## src/rtl/core/mi4_ram.sv

```systemverilog
// generic single write port, single read port ram with registered read
// no dependencies
module mi4_ram #(
  parameter int DATA_W = 32,
  parameter int DEPTH  = 16
) (
  input  logic                     clk,
  input  logic                     we,
  input  logic [$clog2(DEPTH)-1:0] waddr,
  input  logic [DATA_W-1:0]        wdata,
  input  logic                     re,
  input  logic [$clog2(DEPTH)-1:0] raddr,
  output logic [DATA_W-1:0]        rdata
);

  logic [DATA_W-1:0] mem_r [DEPTH];
  logic [DATA_W-1:0] rdata_r;

  always_ff @(posedge clk) begin
    if (we) begin
      mem_r[waddr] <= wdata;
    end
    if (re) begin
      rdata_r <= mem_r[raddr];
    end
  end

  assign rdata = rdata_r;

endmodule

```

## config.mk

```make
export PLATFORM = sky130hd
export DESIGN_NAME = mi4_ram
export DESIGN_NICKNAME = d
export VERILOG_FILES = /design/src/rtl/core/mi4_ram.sv
export SDC_FILE = /design/constraint.sdc
export NUM_CORES = 1
export LEC_CHECK = 0
export BUFFER_PORTS_ARGS = -buffer_cell sky130_fd_sc_hd__clkbuf_2
export CORE_UTILIZATION = 45
export DETAILED_ROUTE_END_ITERATION = 10
export PLACE_DENSITY = 0.67
export SYNTH_ARGS = -nofsm -noshare
export SYNTH_HDL_FRONTEND = slang
export SYNTH_SLANG_ARGS = --single-unit
export TNS_END_PERCENT = 50
```

## constraint.sdc

```tcl
create_clock -name clk -period 5.2 [get_ports clk]
set_clock_uncertainty 0.15 [all_clocks]
set_input_delay 0.52 -clock clk [delete_from_list [all_inputs] [get_ports clk]]
set_output_delay 0.52 -clock clk [all_outputs]
set_load 0.02 [all_outputs]
```

==> impl_metrics.sql <==
INSERT INTO impl_metrics (metric_group, metric, value, unit) VALUES
('yosys', 'synth-seq-cells', '544', ''),
('timing', 'final_max_slew_viol_count', '0', ''),
('floorplanning', 'num_io_pins', '75', ''),
('setup_path', 'count_of_buffering_cells_on_the_critical_path_with_inverters_included', '2', ''),
('detailed_routing', 'avgViaCountPerCell', '5.73', ''),
('clock_tree', 'clk_path_buf_depth', '3', ''),
('yosys', 'yosys.area.top_type_share', '81.0', '%'),
('setup_path', 'worst-path-max-fanout', '77', ''),
('detailed_routing', 'first_pass_iters', '5', ''),
('setup_path', 'critical_path_at', '2.69', 'ns'),
('place', 'hpwl_reported_at_the_end_of_detailed_placement', '20600', 'um'),
('final_layout', 'layout_common_cells', '544 x edfxtp_1, 128 x mux4_2, 72 x clkbuf_2', ''),
('setup_path', 'path_class', 'primary input to flop', ''),
('floorplanning', 'initial_utilization', '45.6', '%'),
('run_status', 'run_status', 'finished, final reports clean', ''),
('yosys', 'post_synth_inst_count', '838', ''),
('place', 'io_buffers', '74', ''),
('setup_path', 'worstPathCellList', 'clkbuf_8, buf_4, mux4_2, a22oi_1, nand2_1', ''),
('yosys', 'seq_area_frac_synth', '81.0', '%'),
('setup_path', 'setup.worst_path.end_class', 'flop', ''),
('final_layout', 'drive_above_1_share', '32.5', '%'),
('yosys', 'synth_edf_count', '544', ''),
('timing', 'setup_viol_count_final', '0', ''),
('grt', 'grt-ovfl-total', '0', ''),
('grt', 'via_count_of_the_first_global_routing_pass', '9460', ''),
('yosys', 'netlist_area', '20200', 'um2'),
('floorplanning', 'die_width', '214', 'um'),
('timing', 'finalWorstSetupSlack', '2.68', 'ns'),
('grt', 'grt_start_max_net_pins', '113', ''),
('detailed_routing', 'antenna_left', '0', ''),
('setup_path', 'crit_required', '5.38', 'ns'),
('timing', 'max_slew.worst_pin.slew', '1.34', 'ns'),
('detailed_routing', 'drt-total-wl', '41300', 'um'),
('clock_tree', 'cts.sinks', '544', ''),
('grt', 'grt_pass1_wl', '60900', 'um'),
('timing', 'maxSlewHeadroom', '10.4', '%'),
('pwr', 'max_ir_drop_vdd', '0.253', 'mV'),
('grt', 'antenna_found_initial', '2', ''),
('detailed_routing', 'drc_errors', '0', ''),
('final_layout', 'final_common_cell', 'edfxtp_1', ''),
('timing', 'period_share', '48.4', '%'),
('timing', 'finalHoldWorstSlack', '0.180', 'ns'),
('yosys', 'yosys_most_used_dff', 'edfxtp_1', ''),
('min_path', 'hold_path_class', 'primary input to flop', ''),
('setup_path', 'setup.worst_path.start_class', 'primary input', ''),
('grt', 'global_route.usage.total', '18.8', '%'),
('floorplanning', 'floorplan.core_area', '44200', 'um2'),
('timing', 'final.min_clock_period', '2.52', 'ns'),
('final_layout', 'antennaDiodeCount', '0', ''),
('floorplanning', 'die_height', '214', 'um'),
('clock_tree', 'cts_setup_buffers', '0', ''),
('final_layout', 'layout-area-overhead-vs-synth', '15.0', '%'),
('yosys', 'cell_accounting_for_the_most_synthesized_area', 'edfxtp_1', ''),
('clock_tree', 'path_clk_slew', '0.07', 'ns'),
('detailed_routing', 'vias', '9073', ''),
('job', 'max_cap_violations', '0', ''),
('yosys', 'synth_nets', '881', ''),
('yosys', 'yosys_warnings', '0', ''),
('detailed_routing', 'drt_iter0_drc', '1089', ''),
('final_layout', 'fin_nets', '993', ''),
('clock_tree', 'cts_buffers', '53', ''),
('setup_path', 'critical_path.max_stage_delay', '0.71', 'ns'),
('pwr', 'leakage', '7.40', 'nW'),
('clock_tree', 'postCtsHoldBufs', '0', ''),
('yosys', 'async_reset_ff_share', '0', '%'),
('pwr', 'power-per-cell-area', '402', 'nW/um2'),
('place', 'dp_slack', '2.03', 'ns'),
('clock_tree', 'number_of_gates_given_a_new_drive_strength_after_cts', '0', ''),
('clock_tree', 'ctsHtreeMaxLevel', '2', ''),
('detailed_routing', 'drt-wirelength-per-cell', '26.1', 'um'),
('setup_path', 'cpLargestDelayFamily', 'buffers and inverters', '');
-- registers in the layout (all words and copies together), names as in the netlist --
| name | count |
|---|---|
| mem_r | 512 |
| rdata | 32 |
-- per-layer routing --
metal	vias to the layer above	global-route usage (%)	share of wire, %
met5	-	0	0.075
met4	4	4.93	1.8
met3	58	3.63	7.1
met2	344	29.4	48
met1	4834	27.4	43
li1	3833	-	-
-- worst reg2reg max path, cell delays in order, from the launching register on --
cell      delay [ns]
edfxtp_1        0.38
mux4_2          0.47
a22oi_1         0.27
nand2_1         0.08
-- final timing paths --
check / from / end / slack [ns] / cells after the start
hold reg to reg: mem_r[12][1] / rdata[1] / 0.59 / 3
hold / removal: wdata[14] / mem_r[14][14] / 0.18 / 1
setup / recovery: raddr[0] / rdata[22] / 2.68 / 5
setup reg to reg: mem_r[2][22] / rdata[22] / 3.60 / 3
-- cell usage after synthesis, types with 4 or more instances --
cell      number
clkbuf_1      17
nand2_1       33
mux4_2       128
nor2_1        13
a22oi_1       64
buf_2          4
nor3_1         4
buf_4         11
buf_1          9
edfxtp_1     544
-- through the flow --
stage | instances | util, % | area (um2)
3_5_place_dp | 1487 | 48.4 | 21400
5_1_grt | 1583 | 52.5 | 23200
3_3_place_gp | 1487 | 48.4 | 21400
2_1_floorplan | 838 | - | 20200
6_report | 1583 | 52.5 | 23200
4_1_cts | 1583 | 52.5 | 23200
-- layout make-up --
cell class                 count  area (um2)
clock buffer                  62        1400
clock inverter                34         385
fill                        3309       21000
multi-input combinational    251        3750
sequential                   544       16300
tap                          592         741
timing repair buffer         100         589
-- power by group --
part           switching (mW)  internal [mW]  total, mW
registers              0.0276           4.94       4.97
clock network            1.56           2.36       3.92
logic                   0.266          0.168      0.434
-- cells by family (layout without fill, tap and decap cells) --
family / count (synthesis) / in the layout / synth area share (%)
buf+inv: 43 / 196 / 1.10
mux: 128 / 128 / 14.3
flops: 544 / 544 / 81.0
simple gates: 59 / 59 / 1.25
compound gates: 64 / 64 / 2.38
Power figures use the tool's default switching activity.
