**config.mk**
```make
export PLATFORM = sky130hd
export DESIGN_NAME = mi4_mul
export DESIGN_NICKNAME = d
export VERILOG_FILES = /design/src/rtl/core/mi4_pkg.sv /design/src/rtl/core/mi4_mul.sv
export SDC_FILE = /design/constraint.sdc
export NUM_CORES = 2
export LEC_CHECK = 0
export BUFFER_PORTS_ARGS = -buffer_cell sky130_fd_sc_hd__clkbuf_2
export CAP_MARGIN = 20
export CORE_MARGIN = 5
export CORE_UTILIZATION = 30
export DETAILED_ROUTE_END_ITERATION = 16
export SYNTH_ARGS = -nofsm -noshare
export SYNTH_HDL_FRONTEND = slang
export SYNTH_SLANG_ARGS = --single-unit
```
**constraint.sdc**
```tcl
create_clock -name clk -period 9.8 [get_ports clk]
set_input_delay 0.98 -clock clk [delete_from_list [all_inputs] [get_ports clk]]
set_output_delay 0.98 -clock clk [all_outputs]
set_load 0.1 [all_outputs]
```
**src/rtl/core/mi4_pkg.sv**
```systemverilog
// shared types, constants and index helpers for the 4x4 matrix inverse
// no dependencies
package mi4_pkg;

  // digit width of the shared multiplier
  localparam int DIGIT_W = 16;

  typedef enum logic [3:0] {
    S_LOAD,  // take sixteen elements
    S_RDX,   // read first factor
    S_RDY,   // read second factor
    S_M1,    // first product
    S_W1,
    S_M2,    // second product
    S_W2,    // accumulate term
    S_DRD,   // determinant reads
    S_DM,
    S_DW,
    S_DIVS,  // reciprocal start
    S_DIVW,
    S_ORD,   // output reads
    S_OM,
    S_OW,
    S_OH     // result waits for the sink
  } mi4_state_t;

  // element address of factor f of term t of pair p, adjugate entry (ci, rj)
  function automatic logic [3:0] elem_addr(input logic [1:0] ci, input logic [1:0] rj,
                                           input logic [1:0] p, input logic t,
                                           input logic [1:0] f);
    logic [1:0] r0, r1, r2, c0, c1, c2, k, a, b, row, col;
    r0 = (2'd0 < rj) ? 2'd0 : 2'd1;
    r1 = (2'd1 < rj) ? 2'd1 : 2'd2;
    r2 = (2'd2 < rj) ? 2'd2 : 2'd3;
    c0 = (2'd0 < ci) ? 2'd0 : 2'd1;
    c1 = (2'd1 < ci) ? 2'd1 : 2'd2;
    c2 = (2'd2 < ci) ? 2'd2 : 2'd3;
    k = (p == 2'd0) ? r0 : ((p == 2'd1) ? r1 : r2);
    a = (p == 2'd0) ? r1 : r0;
    b = (p == 2'd2) ? r1 : r2;
    case (f)
      2'd0: begin
        row = k;
        col = c0;
      end
      2'd1: begin
        row = a;
        col = t ? c2 : c1;
      end
      default: begin
        row = b;
        col = t ? c1 : c2;
      end
    endcase
    return {row, col};
  endfunction

endpackage

```
**src/rtl/core/mi4_mul.sv**
```systemverilog
// shared multiplier: exact signed product over digit steps, floor shift, saturate
// depends on mi4_pkg
module mi4_mul #(
  parameter int MW = 48,
  parameter int FB = 16,
  parameter int WW = 48,
  parameter int EW = 32
) (
  input  logic                 clk,
  input  logic                 rst_n,
  input  logic                 start,
  input  logic                 narrow,   // saturate to element width
  input  logic signed [MW-1:0] a,
  input  logic signed [MW-1:0] b,
  output logic                 done,
  output logic signed [MW-1:0] result
);

  localparam int DW = mi4_pkg::DIGIT_W;
  localparam int ND = (MW + DW - 1) / DW;
  localparam int BW = ND * DW;
  localparam int PW = MW + BW + 1;
  localparam int KW = $clog2(ND + 1);
  localparam logic signed [PW-1:0] WMAX = {{(PW-WW+1){1'b0}}, {(WW-1){1'b1}}};
  localparam logic signed [PW-1:0] WMIN = ~WMAX;
  localparam logic signed [PW-1:0] EMAX = {{(PW-EW+1){1'b0}}, {(EW-1){1'b1}}};
  localparam logic signed [PW-1:0] EMIN = ~EMAX;

  logic signed [MW-1:0]    a_r;
  logic [BW-1:0]           b_r;
  logic signed [PW-1:0]    acc_r;
  logic [KW-1:0]           k_r;
  logic                    busy_r, fin_r, done_r, narrow_r;
  logic signed [MW-1:0]    res_r;
  logic signed [DW:0]      digit;
  logic signed [MW+DW:0]   pp;
  logic signed [PW-1:0]    shifted, lim_hi, lim_lo, clamped;

  // top digit signed, lower digits unsigned, taken most significant first
  always_comb begin
    digit = (k_r == '0) ? {b_r[BW-1], b_r[BW-1 -: DW]} : {1'b0, b_r[BW-1 -: DW]};
    pp = a_r * digit;
    shifted = acc_r >>> FB;
    lim_hi = narrow_r ? EMAX : WMAX;
    lim_lo = narrow_r ? EMIN : WMIN;
    if (shifted > lim_hi) begin
      clamped = lim_hi;
    end else if (shifted < lim_lo) begin
      clamped = lim_lo;
    end else begin
      clamped = shifted;
    end
  end

  always_ff @(posedge clk) begin
    if (!rst_n) begin
      busy_r <= 1'b0;
      fin_r  <= 1'b0;
      done_r <= 1'b0;
      k_r    <= '0;
    end else begin
      done_r <= 1'b0;
      if (start) begin
        a_r      <= a;
        b_r      <= BW'(b);
        acc_r    <= '0;
        k_r      <= '0;
        narrow_r <= narrow;
        busy_r   <= 1'b1;
      end else if (busy_r) begin
        acc_r <= (acc_r <<< DW) + PW'(pp);
        b_r   <= b_r << DW;
        k_r   <= k_r + 1'b1;
        if (k_r == KW'(ND - 1)) begin
          busy_r <= 1'b0;
          fin_r  <= 1'b1;
        end
      end else if (fin_r) begin
        res_r  <= clamped[MW-1:0];
        fin_r  <= 1'b0;
        done_r <= 1'b1;
      end
    end
  end

  assign done   = done_r;
  assign result = res_r;

endmodule

```
==> impl_metrics.toml <==
[placement]
place_congestion = 0.924
placedCellCount = 6663
dpl.hpwl_mm = 106
portBuffers = 148
placed_area_sq_um = 48500

[sta]
rsz0062_at_grt = "no"
setup_violations = 0
tns_ns = 0
slew-limit-headroom = 0.317
fin_worst_skew_ns = 0.0614
tightest_slew_ns = 1.02
hold_viol = 0
fin_crit_sh = 0.878
fmax_ghz = 0.116
maxSlewViolCount = 0
fin_crit_ns = 8.61

[synth]
synth_cell_type_count = 76
ys_warn_count = 0
ys_seq_area_frac = 0.161
synthesis.nets = 6014
synth_area_sq_um = 45700
synth-seq-cells = 247
synthFlopType = "edfxtp_1"
synth.area.top_cells = "fa_1 43%, edfxtp_1 16%, inv_1 8.6%"
synth_edf_count = 242
synth_common_cells = "1046 x inv_1, 985 x fa_1, 607 x nand2_1"
syn-mean-instance-area_sq_um = 9.81
syn_inst = 4654
synth_top_area_frac = 0.432
synth.largest_area_cell = "fa_1"
synthArstFlopShare = 0
yosysMostFrequentCell = "inv_1"

[floorplanning]
rows = 143
die_w_microns = 400
dieArea_sq_um = 160000
start_util = 0.301
pin_count = 149
die_h_microns = 400
core_sq_um = 152000

[cts]
post-cts-setup-buffers = 0
clockBufferDepth = 3
cts_root_buf = "clkbuf_16"
clk-insertion-delay-late_ns = 0.61
cts_max_level = 2
cts_tree = "yes"
postCtsHoldBufs = 0
path_clk_slew_ns = 0.06
cts_made_buffers = 35
post_cts_resized = 0
cts.sinks = 247

[routing]
wl_per_cell_microns = 19.3
vias = 32054
wl_mm = 130
dr.pass1.iters = 6
antenna_left = 0
first_iter_violations = 2181
viasPerCell = 4.76
route.detailed.drc = 0

[global_routing]
grt_overflow_total = 0
grt_max_degree = 86
grt_pass1_wl_mm = 208
globalRouteTotalUtil = 0.167
antenna_found_initial = 4
grt_pass1_vias = 35829

[setup_path]
path_buf_inv = 6
crit_family = "adder cells"
path_class = "flop to flop"
critPathSlowestCell = "edfxtp_1"
crit_required_ns = 10.15
critPathCaptureType = "flop"
slowest_delay_ns = 0.78
critPathArrivalTime_ns = 8.96
critPathMaxFanout = 16
startpoint_type = "flop"
path_cells = "nand2_1 -> inv_1 -> fa_2 -> fa_1 -> fa_1 -> inv_1 -> fa_1 -> buf_4 -> inv_1 -> fa_1 -> inv_1 -> fa_1 -> inv_1 -> ha_1 -> a21oi_1 -> o21ai_0 -> a31oi_1 -> o21ai_0 -> a21o_1 -> a21o_1 -> a31oi_1 -> o21ai_4 -> a221oi_2 -> mux2_4"

[cells_and_area]
drive_gt1_frac = 0.0720
fin_area_sq_um = 49700
fillCellCount = 15701
fin_cells = 6728
area_delta_synth_final_pct = 8.74
final_nets = 6030

[flow_run]
maxCapViolCount = 0

[run_status]
outcome = "finished clean"

[hold_path]
hp-class = "flop to flop"
tightest hold or removal path, cell delays in order (launching register included):
cell     delay (ns)
dfxtp_1        0.34
nor2_1         0.05
nor2_1         0.07
final cells by class:
type	count	area, sq um	area share
Antenna cell	3	7.51	0.000151
Clock buffer	37	893	0.0180
Inverter	1046	3930	0.0792
Sequential cell	247	7370	0.148
Multi-Input combinational cell	3146	33600	0.676
Clock inverter	25	273	0.00549
Timing Repair Buffer	194	1090	0.0219
Tap cell	2030	2540	0.0512
placed cells by master (no fill, tap or decap), types with 6 or more instances in the layout:
cell       instances
a21o_1            48
nand2b_1           8
xnor2_1           66
xor2_1            33
fa_1             984
inv_1           1044
clkbuf_2         147
clkinv_2           7
ha_1             275
o21ai_1           11
or2_2              8
o21bai_1          35
nand2_1          606
nor4_1            21
mux2_2            32
clkbuf_16         35
and2_1           354
buf_4             47
nor3_1            22
a31oi_1           22
a211oi_1           6
nand3_1           25
edfxtp_1         242
a2bb2oi_1          6
o221ai_1           8
nor2b_1           16
a2bb2oi_2         11
nor2_1           203
nand4_1           60
o21ai_0           60
a21oi_1          143
per-layer routing:
| metal | track usage | routed length (microns) |
|---|---|---|
| met1 | 0.204 | 51200 |
| met2 | 0.299 | 66400 |
| met3 | 0.0192 | 5770 |
| met4 | 0.0715 | 6530 |
| met5 | 0 | 13 |
sequential cells by signal, indices dropped and copies added (netlist names):
register and count:
a_r 48, acc_r 97, b_r 48, busy_r 1
done 1, fin_r 1, k_r 2, narrow_r 1
result 48
kinds of logic (layout without fill, tap and decap cells):
family	count (synthesis)	after routing	synth area share
buf+inv	1261	1302	0.104
compound gates	404	404	0.0598
flops	247	247	0.161
fa+ha+maj	1260	1260	0.507
xor+xnor	99	99	0.0190
mux	34	34	0.00844
simple gates	1349	1349	0.140
other cells	0	3	0
worst paths after layout:
check / start / end / slack (ns) / cells after the start
hold / removal: fin_r / fin_r / 0.49 / 2
setup / recovery: a_r[47] / acc_r[95] / 1.19 / 24
hold reg to reg: fin_r / fin_r / 0.49 / 2
setup reg to reg: a_r[47] / acc_r[95] / 1.19 / 24
per-stage QoR:
stage                     hold WS, ns  utilization  worst slack (ns)
after global routing            0.524        0.327             0.691
final                           0.487        0.327              1.19
after detailed placement        0.473        0.320              1.12
after CTS                       0.489        0.327              1.11
after floorplan                 0.446            -              1.66
after global placement          0.463        0.320              1.28
Power is left out: the tool's default activity adds up to more than one toggle a clock period on the data nets, which glitch-free logic cannot reach.
