$ cat src/rtl/core/mi4_div.sv
// restoring divider for the reciprocal floor(2^(2*FB)/den), saturated to EW bits
// no dependencies
module mi4_div #(
  parameter int WW = 48,
  parameter int FB = 16,
  parameter int EW = 32
) (
  input  logic                 clk,
  input  logic                 rst_n,
  input  logic                 start,
  input  logic signed [WW-1:0] den,    // nonzero
  output logic                 done,
  output logic signed [EW-1:0] recip
);

  localparam int NB = 2 * FB + 1;
  localparam int CW = $clog2(NB + 1);
  localparam int RW = NB + EW + 1;
  localparam logic signed [RW-1:0] EMAX = {{(RW-EW+1){1'b0}}, {(EW-1){1'b1}}};
  localparam logic signed [RW-1:0] EMIN = ~EMAX;

  logic [WW-1:0]        ud_r, rem_r;
  logic [NB-1:0]        q_r, num_r;
  logic [CW-1:0]        cnt_r;
  logic                 neg_r, busy_r, fin_r, done_r;
  logic signed [EW-1:0] res_r;
  logic [WW:0]          rs, diff, neg_den;
  logic                 ge;
  logic signed [RW-1:0] qe, rv, clamped;

  always_comb begin
    neg_den = (WW+1)'(0) - {den[WW-1], den};
    rs   = {rem_r, num_r[NB-1]};
    diff = rs - {1'b0, ud_r};
    ge   = (rs >= {1'b0, ud_r});
    qe   = RW'({1'b0, q_r});
    rv   = neg_r ? (-qe - RW'(rem_r != '0)) : qe;
    if (rv > EMAX) begin
      clamped = EMAX;
    end else if (rv < EMIN) begin
      clamped = EMIN;
    end else begin
      clamped = rv;
    end
  end

  always_ff @(posedge clk) begin
    if (!rst_n) begin
      busy_r <= 1'b0;
      fin_r  <= 1'b0;
      done_r <= 1'b0;
      cnt_r  <= '0;
    end else begin
      done_r <= 1'b0;
      if (start) begin
        neg_r  <= den[WW-1];
        ud_r   <= den[WW-1] ? neg_den[WW-1:0] : den;
        rem_r  <= '0;
        q_r    <= '0;
        num_r  <= {1'b1, {(NB-1){1'b0}}};
        cnt_r  <= '0;
        busy_r <= 1'b1;
      end else if (busy_r) begin
        rem_r <= ge ? diff[WW-1:0] : rs[WW-1:0];
        q_r   <= {q_r[NB-2:0], ge};
        num_r <= num_r << 1;
        cnt_r <= cnt_r + 1'b1;
        if (cnt_r == CW'(NB - 1)) begin
          busy_r <= 1'b0;
          fin_r  <= 1'b1;
        end
      end else if (fin_r) begin
        res_r  <= clamped[EW-1:0];
        fin_r  <= 1'b0;
        done_r <= 1'b1;
      end
    end
  end

  assign done  = done_r;
  assign recip = res_r;

endmodule

$ cat config.mk
export PLATFORM = sky130hd
export DESIGN_NAME = mi4_div
export DESIGN_NICKNAME = d
export VERILOG_FILES = /design/src/rtl/core/mi4_div.sv
export SDC_FILE = /design/constraint.sdc
export NUM_CORES = 1
export LEC_CHECK = 0
export BUFFER_PORTS_ARGS = -buffer_cell sky130_fd_sc_hd__buf_2
export CAP_MARGIN = 40
export CELL_PAD_IN_SITES_DETAIL_PLACEMENT = 0
export CELL_PAD_IN_SITES_GLOBAL_PLACEMENT = 1
export CORE_ASPECT_RATIO = 0.7
export CORE_MARGIN = 5
export CORE_UTILIZATION = 52
export CTS_CLUSTER_SIZE = 24
export DETAILED_ROUTE_END_ITERATION = 16
export PLACE_DENSITY_LB_ADDON = 0.1
export SLEW_MARGIN = 10
export SYNTH_ARGS = -nofsm -noshare
export SYNTH_HDL_FRONTEND = slang
export SYNTH_SLANG_ARGS = --single-unit
$ cat constraint.sdc
create_clock -name clk -period 14 [get_ports clk]
set_input_delay 0.7 -clock clk [delete_from_list [all_inputs] [get_ports clk]]
set_output_delay 0.7 -clock clk [all_outputs]
set_load 0.1 [all_outputs]
==> impl_results.md, run 1 <==
- Synth Area per Inst: approximately 9 um^2
- Critical Path AT: around 5.8 ns
- Vias/cell: a little over 6
- Maximum vdd ir drop: around 0.000087 V
- Final Max Tran Viols: 0
- Fraction of layout cells with a size suffix above 1: 11.0%
- End-of-flow core utilization: just under 60%
- Row Count: 48
- Cell Area, Synth: 12800 um^2
- Post-Synthesis Cells: about 1.4k
- CTS Buffer Depth: 2
- Fin Setup TNS: 0 ns
- # hold bufs at CTS: 0
- Clk network pwr share: between 20% and 30%
- Post-DP Area: about 14000 um^2
- WP data required: ~14 ns
- # fillers: between 2k and 2.5k
- Core footprint: 24400 um^2
- Most frequent cells in the layout: edfxtp_1 (163), nand2_1 (116), o21ai_0 (109), a21oi_1 (108), inv_1 (107)
- First-pass GRT wire length: around 55000 um
- Antenna viol nets, final: 0
- Clock Skew: around 0.011 ns
- Tightest Pin Transition: 0.904 ns
- Kind of critical path: flip-flop to flip-flop
- Cells taking the most area after synthesis: edfxtp_1 (38%), ha_1 (8.7%), xnor2_1 (5.9%), o21ai_0 (4.3%), a21oi_1 (4.2%)
- Largest net degree at the start of global routing: 56
- Final Cycle Share: between 30% and 40%
- Max Freq: 0.179 GHz
- Static Leak: between 5 and 6 nW
- CTS tree: built
- Post-synth EDFFs: approximately 160
- Buffers on Ports: 83
- Commonest non-fill, non-tap cell in the layout: edfxtp_1
- TritonCTS Sinks: 172
- CP endpoint kind: flip-flop
- Drt total wl: approximately 35000 um
- Clock Latency Late Sink: ~0.44 ns
- Yosys top cell by area: edfxtp_1
- Worst-path clk slew: about 0.070 ns
- Post-placement cell count: between 1.5k and 2k
- Ys async rst share: 0%
- Die Y: between 100 and 150 um
- Setup violators final: 0
- Ports: 84
- Ys Warns: 0
- Via count: between 10k and 15k
- Final Non-Filler Cells: about 1.8k
- Combinational group share of total power: between 30 and 40%
- Vias in the first global route: around 9.9k
- FF+latch count, synth: about 170
- Sequential Power Share: between 30 and 40%
- Max-slew headroom: roughly two fifths
- Initial DRT Pass Iterations: 5
- Drt wl/cell: roughly 20 um
- DP HPWL: approximately 26000 um
- Total Power: roughly 1.7 mW
- Max_cap viols: 0
- Drt drc: 0
- Yosys cell types: 75
- Share of the synthesized area in the top cell type: between 30% and 40%
- Worst-path fanout max: 31
- CTS H-tree depth: 4
- Clock root buffer: clkbuf_16
- Crit start category: flip-flop
- Int Power: 1.10 mW
- Gr ovfl total: 0
- Die ar.: 27900 um^2
- NumNets Final: between 1.5k and 2k
- GRT Overall Usage: approximately a quarter
- Final min period: 5.58 ns
- Final hold vios: 0
- P&R area growth vs syn: 10.4%
- Initial Utilization: between 50% and 60%
- Status: completed
- Switching share of power: 34.7%
- Die Wd: about 200 um
- Initial DRC count: between 900 and 1k
- CTS resizes: 0
- Final GP Congestion: roughly 0.9
- Final instance area: 14100 um^2
- Most used DFF post-synth: edfxtp_1
- Register area share after synthesis: approximately two fifths
- Net switching power figure: about 0.58 mW
- Syn Nets: 1533
- Power Density: around 120 nW/um^2
- Hold crit path type: flip-flop to flip-flop
- Antenna diode count: 0
- Total CTS buffers: 17
- RSZ-0062 raised after global routing: false
- Post-CTS Setup Bufs: 0
- Initial antenna violation count: 0
[kinds of logic after synthesis]
kind of cell | synth area share [%]
muxes | 2.37
adders and majority gates | 8.86
xor gates and xnor gates | 7.19
AOI/OAI and AO/OA | 20.4
DFF | 39.7
buffers and inverters | 5.09
and+or+nand+nor | 16.5
[cell usage after synthesis (all sizes together) (34+ instances only)]
library cell,n
edfxtp,163
nand3,34
nor2,101
xnor2,86
nand2,117
o21ai,110
ha,89
inv,108
clkbuf,62
a21oi,108
a21o,42
[metrics by stage]
step           hold slack [ns]  setup slack, ns
2_1_floorplan            0.446             9.49
3_3_place_gp             0.469             8.73
3_5_place_dp             0.488             8.49
4_1_cts                  0.499             8.46
5_1_grt                  0.537             7.89
6_report                 0.489             8.42
[power by group through the flow]
stage	clock network [mW]	logic, mW	registers, mW
global route	0.532	0.603	0.641
global placement	0	0.526	0.645
floorplan	0	0.391	0.641
finish	0.502	0.547	0.637
detailed placement	0	0.532	0.648
CTS	0.510	0.538	0.637
[sequential cells by signal, summed over array words and instances, names as in the netlist]
register  flops
rem_r        48
done          1
num_r         1
q_r          33
fin_r         1
ud_r         48
busy_r        1
recip        32
neg_r         1
cnt_r         6
[layer usage]
layer	part of all wire [%]	vias up	global-route usage [%]
met5	0	-	0
li1	-	5249	-
met4	0.80	0	4.38
met1	52	5152	41.0
met2	39	392	33.0
met3	8.1	23	5.66
[critical path: stages, from the launching register on]
cell,delay (ns)
edfxtp_1,0.42
nor4_1,0.42
nand4_1,0.30
nor3_1,0.33
ha_1,0.23
ha_1,0.17
inv_1,0.04
ha_1,0.19
o21bai_1,0.18
o21ai_0,0.13
a31oi_1,0.35
a31o_2,0.31
a21oi_1,0.12
o21ai_0,0.41
a21oi_1,0.12
o21ai_0,0.22
ha_1,0.28
and3_1,0.17
and3_1,0.17
a311oi_2,0.25
buf_4,0.33
o21ai_0,0.16
[final cells by class]
type,count,area [um^2],area share (%)
Clock buffer,17,425,3.01
Inverter,108,407,2.88
Multi-Input combinational cell,1047,7090,50.2
Clock inverter,15,171,1.21
Tap cell,325,407,2.88
Timing Repair Buffer,96,553,3.91
Sequential cell,172,5070,35.9
[final timing paths]
check / start / end / slack [ns] / depth (start not counted)
worst max-delay path: rem_r[24] / recip[13] / 8.42 / 21
worst min-delay path: cnt_r[5] / cnt_r[5] / 0.49 / 2
worst max register to register: rem_r[24] / recip[13] / 8.42 / 21
worst min register to register: cnt_r[5] / cnt_r[5] / 0.49 / 2
Note: power is estimated with default switching activity, not from simulation.
==> inputs of run 2 (changes only) <==
- ABC_AREA: default -> 1
- CORE_UTILIZATION: 52 -> 41
- clock period: 14 -> 4.9 ns (I/O delays scaled with it)
==> run 2 against run 1 <==
Effect of this change: critical path depth is 5 higher; global-route usage is 2.5 points lower; first-iteration DRC count is 18% higher; design area is 13% higher; highest routed layer unchanged; fmax is 28% higher; core utilization is 12 points lower; routed wire length is 28% higher; largest cell class unchanged; worst setup slack worse by 7.9 ns.
==> impl_results.md, run 2 <==
- CP endpoint kind: flip-flop
- Clock Skew: 0.0104 ns
- RSZ-0062 raised after global routing: false
- Largest net degree at the start of global routing: between 50 and 60
- Post-place setup slack: 0.548 ns
- Most Crowded Layer GR: met1
- Via count: ~13k
- Ys Warns: 0
- Worst-path fanout max: 31
- Total CTS buffers: 17
- Kind of critical path: flip-flop to flip-flop
- Register area share after synthesis: a little over a third
- Max Freq: 0.229 GHz
- Core footprint: roughly 35000 um^2
- Drt wl/cell: 17.0 um
- Post-CTS Setup Bufs: 0
- Buffers and inverters on the worst path: 3
- Met2 Usage GRT: around 28%
- Met3 usage: under 10%
- TritonCTS Sinks: approximately 170
- Max-slew headroom: about 58%
- Fin Setup TNS: 0 ns
- Reg-to-Reg Start: rem_r[29]
- Final Cycle Share: between 80% and 90%
- CTS H-tree depth: 4
- Worst-path clk slew: about 0.070 ns
- WP data required: between 5 and 6 ns
- Final Max Tran Viols: 0
- Yosys cell types: 52
- NumNets Final: about 2.3k
- Status: completed
- # hold bufs at CTS: 0
- Critical Path AT: 4.68 ns
- Most used DFF post-synth: edfxtp_1
- Buffers on Ports: 83
- Cells taking the most area after synthesis: edfxtp_1 (34%), nand2_1 (13%), inv_1 (9.4%), nor2_1 (8.1%), ha_1 (7.7%)
- Top delay family on crit path: simple AND/OR/NAND/NOR gates
- Die ar.: 39300 um^2
- Cell type of the slowest stage on the worst timing path: nor4_1
- End-of-flow core utilization: a little under half
- CTS Buffer Depth: 2
- GR Layer Usage met1: ~39%
- Initial DRT Pass Iterations: 6
- Initial Utilization: 41.6%
- Post-DP Area: 15400 um^2
- Commonest non-fill, non-tap cell in the layout: nand2_1
- Final Non-Filler Cells: 2623
- Crit start category: flip-flop
- Gr ovfl total: 0
- Yosys top cell by area: edfxtp_1
- Total Power: about 5 mW
- Syn Nets: approximately 2.2k
- Fraction of layout cells with a size suffix above 1: between 8 and 9%
- Post-synth EDFFs: between 150 and 200
- Vias/cell: slightly above 5
- Post-route setup slack: roughly 0.53 ns
- Drt total wl: 44600 um
- Hold path endpoint: ud_r[0]
- Share of the synthesized area in the top cell type: ~34%
- GRT Overall Usage: about 22%
- Initial antenna violation count: 0
- FF+latch count, synth: ~170
- Tightest Pin Transition: 0.636 ns
- Most used cell along the critical path: nand2_1
- Hold crit path type: input port to flip-flop
- Power Density: around 310 nW/um^2
- Ports: 84
- DP HPWL: 36100 um
- Drt drc: 0
- Clock Latency Late Sink: 0.45 ns
- CP peak stage delay: between 0.5 and 0.6 ns
- Max_cap viols: 0
- Final min period: about 4.4 ns
- WHS: roughly 0.028 ns
- Initial DRC count: about 1.1k
- Final hold vios: 0
- Setup violators final: 0
- FF-to-FF End: recip[4]
- Static Leak: 7.36 nW
- First-pass GRT wire length: roughly 70000 um
- Most frequent cells in the layout: nand2_1 (495), inv_1 (360), nor2_1 (314), edfxtp_1 (163), a21oi_1 (111)
- Cell Area, Synth: 14500 um^2
- WHS Path Cells: 1
- Crit path depth: 26
- Synth Area per Inst: 7.04 um^2
- Cells on worst reg2reg path: 26
- Most instantiated cells after synthesis: nand2_1 (495), inv_1 (362), nor2_1 (314), edfxtp_1 (163), a21oi_1 (111)
- Ys async rst share: 0%
- Final instance area: 16000 um^2
- FF-to-FF setup slack: roughly 0.53 ns
- Final GP Congestion: 0.935
- Antenna diode count: 0
- Maximum vdd ir drop: between 0.0002 and 0.00025 V
- P&R area growth vs syn: 10.3%
- Vias in the first global route: approximately 12k
- Die Y: 167 um
- Min-delay src: den[0]
- CTS tree: built
- Antenna viol nets, final: 0
- Die Wd: roughly 230 um
- Registers with the most flip-flops: rem_r: 48 flops, ud_r: 48 flops, q_r: 33 flops
- Clock root buffer: clkbuf_16
- CTS resizes: 0
- Most numerous cell in the Yosys netlist: nand2_1
- Row Count: 57
- Post-placement cell count: about 2.6k
- Post-Synthesis Cells: around 2k
-- run 2: final cells by class --
type,instances,area [um^2]
Clock buffer,19,433
Multi-Input combinational cell,1483,7800
Sequential cell,172,5070
Timing Repair Buffer,97,561
Fill cell,3685,18800
Clock inverter,13,141
Inverter,367,1380
Tap cell,472,591
-- run 2: worst max-delay path by stage --
| stage | end | startpoint | slack (ns) |
|---|---|---|---|
| finish | recip[4] | rem_r[29] | 0.53 |
| global route | recip[6] | rem_r[12] | 0.16 |
| CTS | recip[6] | rem_r[29] | 0.54 |
| detailed placement | recip[4] | rem_r[29] | 0.55 |
| global placement | recip[1] | rem_r[29] | 0.67 |
| floorplan | recip[0] | start | 1.60 |
-- run 2: where the power goes --
group	leakage (nW)	internal (mW)	switching (mW)
logic	5.48	0.546	1.16
registers	1.62	1.75	0.0614
clock network	0.266	0.754	0.625
-- run 2: cell families (layout without fill, tap and decap cells) --
logic type / count (synthesis) / after routing / synth area share [%]
fa+ha+maj: 90 / 90 / 7.83
flops: 172 / 172 / 35.0
simple gates: 999 / 999 / 28.6
xor+xnor: 90 / 90 / 5.44
compound gates: 304 / 304 / 11.9
buf+inv: 404 / 496 / 11.2
-- run 2: worst register-to-register path, cell delays in order, from the launching register on --
cell	delay, ns
edfxtp_1	0.43
nor4_1	0.55
nand4_1	0.23
nor3_1	0.28
ha_1	0.22
ha_1	0.17
inv_1	0.05
ha_1	0.21
inv_1	0.08
nand2_1	0.07
nand3_1	0.10
nand2_1	0.06
nand2_1	0.14
nand2_1	0.07
nand2_1	0.18
nand2_1	0.08
nand2_1	0.09
nand2_1	0.05
nand2_1	0.07
ha_1	0.14
nand3_1	0.08
nor2_1	0.10
nand2_1	0.09
o21bai_4	0.14
buf_4	0.34
nand2_1	0.13
nand2_1	0.08
-- run 2: layer usage --
metal | up-vias | routed length [um]
li1 | 6783 | -
met1 | 6070 | 25200
met2 | 362 | 16000
met3 | 23 | 3050
met4 | 0 | 382
met5 | - | 0
==> inputs of run 3 (changes only) <==
- CORE_ASPECT_RATIO: 0.7 -> 1.2
- RECOVER_POWER: default -> 50
==> run 3 against run 2 <==
Effect of this change: largest cell class unchanged; highest routed layer unchanged; the run now ends with capacitance limit, slew limit left; clock power increased by 4%; fmax decreased by 0.18%; sequential share of layout area increased by 0.21 points; design area decreased by 0.66%; largest power group unchanged; clock skew increased by 0.0025 ns; register-to-register slack about the same; combinational power decreased by 2%; first-iteration DRC count decreased by 47%; non-clock buffer count decreased by 1.
==> impl_results.md, run 3 (synthesis gave the netlist of run 2 again) <==
- Total Power: roughly 4.9 mW
- Vias in the first global route: between 10k and 15k
- Crit start category: flip-flop
- Drt total wl: 41900 um
- Hold crit path type: input port to flip-flop
- Final Non-Filler Cells: ~2.6k
- Area of the multi-input gates: between 7000 and 8000 um^2
- Failing checks: capacitance limit, slew limit
- CP endpoint kind: flip-flop
- DP HPWL: about 34000 um
- RSZ-0062 raised after global routing: false
- NumNets Final: 2278
- Max-slew headroom: -74.3%
- Final min period: roughly 4.4 ns
- Drt drc: 0
- WHS: 0.0377 ns
- Initial Utilization: 41.5%
- Worst-path clk slew: 0.07 ns
- Most frequent cells in the layout: nand2_1 (495), inv_1 (361), nor2_1 (314), edfxtp_1 (163), a21oi_1 (111)
- CTS H-tree depth: 4
- Antenna diode count: 0
- Kind of critical path: flip-flop to flip-flop
- Final instance area: around 16000 um^2
- Die Y: between 200 and 250 um
- Post-DP Area: about 15000 um^2
- Post-placement cell count: around 2.6k
- Via count: 13.0k
- Final GP Congestion: 0.940
- Ports: 84
- Core footprint: roughly 35000 um^2
- Drt wl/cell: 16.1 um
- Clock Skew: ~0.013 ns
- # hold bufs at CTS: 0
- Maximum vdd ir drop: 0.000245 V
- Vias/cell: between 4 and 5
- Initial DRT Pass Iterations: 6
- Tightest Pin Transition: 2.61 ns
- CTS Buffer Depth: 2
- Final Cycle Share: around 89%
- Setup violators final: 0
- Initial DRC count: 603
- Power Density: ~310 nW/um^2
- First-pass GRT wire length: approximately 67000 um
- Clock Latency Late Sink: around 0.46 ns
- Antenna viol nets, final: 0
- Final hold vios: 0
- Critical Path AT: roughly 4.6 ns
- Largest net degree at the start of global routing: between 50 and 60
- Fin Setup TNS: 0 ns
- Die Wd: 182 um
- Final Max Tran Viols: about 190
- Area occupied by registers: slightly above 5000 um^2
- Total CTS buffers: 17
- Post-CTS Setup Bufs: 0
- # fillers: about 3.8k
- Static Leak: 7.25 nW
- CTS tree: built
- Initial antenna violation count: 0
- Gr ovfl total: 0
- Cell type of the slowest stage on the worst timing path: nor4_1
- Commonest non-fill, non-tap cell in the layout: nand2_1
- Most used cell along the critical path: nand2_1
- Clock root buffer: clkbuf_16
- GRT Overall Usage: a little over a fifth
- Fraction of layout cells with a size suffix above 1: a little over 6%
- Max_cap viols: 5
- Status: finished, violations left
- CTS resizes: 0
- WP data required: between 5 and 6 ns
- Buffers on Ports: 83
- Max Freq: around 0.23 GHz
- Die ar.: around 40000 um^2
- Worst-path fanout max: 31
- Row Count: 75
- Registers with the most flip-flops: rem_r: 48 flops, ud_r: 48 flops, q_r: 33 flops
- TritonCTS Sinks: between 150 and 200
- P&R area growth vs syn: 9.59%
- CP peak stage delay: approximately 0.52 ns
==> run 3: changes by cell type in the layout (fill, tap and decap cells not counted), sizes merged <==
cell,change
clkbuf,+40
clkinv,+1
buf,-43
bufinv,+1
clkinvlp,-1
inv,+1
==> run 3: cell type report <==
type,instances,share of cell area [%]
multi-input combinational,1483,49.0
inverter,367,8.69
tap,462,3.64
clock inverter,15,1.17
clock buffer,17,2.68
sequential,172,32.0
timing repair buffer,96,2.82
==> run 3: through the flow <==
| stage | utilization (%) | setup slack (ns) |
|---|---|---|
| 6_report | 45.5 | 0.521 |
| 5_1_grt | 45.5 | 0.114 |
| 4_1_cts | 45.7 | 0.549 |
| 3_5_place_dp | 44.0 | 0.570 |
| 3_3_place_gp | 43.9 | 0.651 |
| 2_1_floorplan | - | 1.60 |
==> run 3: per-layer routing <==
layer	GRT usage, %	vias to the layer above	share of wire [%]
met2	40.3	210	52
met1	24.9	5950	42
met4	6.81	0	2.7
met5	0	-	0
li1	-	6783	-
met3	2.69	56	2.9
==> run 3: path summary, 6_finish.rpt <==
check	end	cells after the start	start	slack (ns)
setup / recovery	recip[28]	26	rem_r[41]	0.52
hold / removal	busy_r	3	rst_n	0.04
setup reg to reg	recip[28]	26	rem_r[41]	0.52
hold reg to reg	done	2	fin_r	0.49
==> run 3: critical path: cells and delay by family (launching register included) <==
kind / cells / cell delay [ns]
AO/OA/AOI/OAI: 1 / 0.07
adder cells (fa/ha/maj): 4 / 0.86
AND/OR/NAND/NOR: 18 / 2.41
flip-flops: 1 / 0.43
buffers and inverters: 3 / 0.36
==> run 3: report_power, final <==
group	switching [mW]	leakage, nW	total (mW)	internal, mW
clock	0.630	0.296	1.44	0.811
combinational	1.13	5.33	1.67	0.540
sequential	0.0581	1.62	1.81	1.76
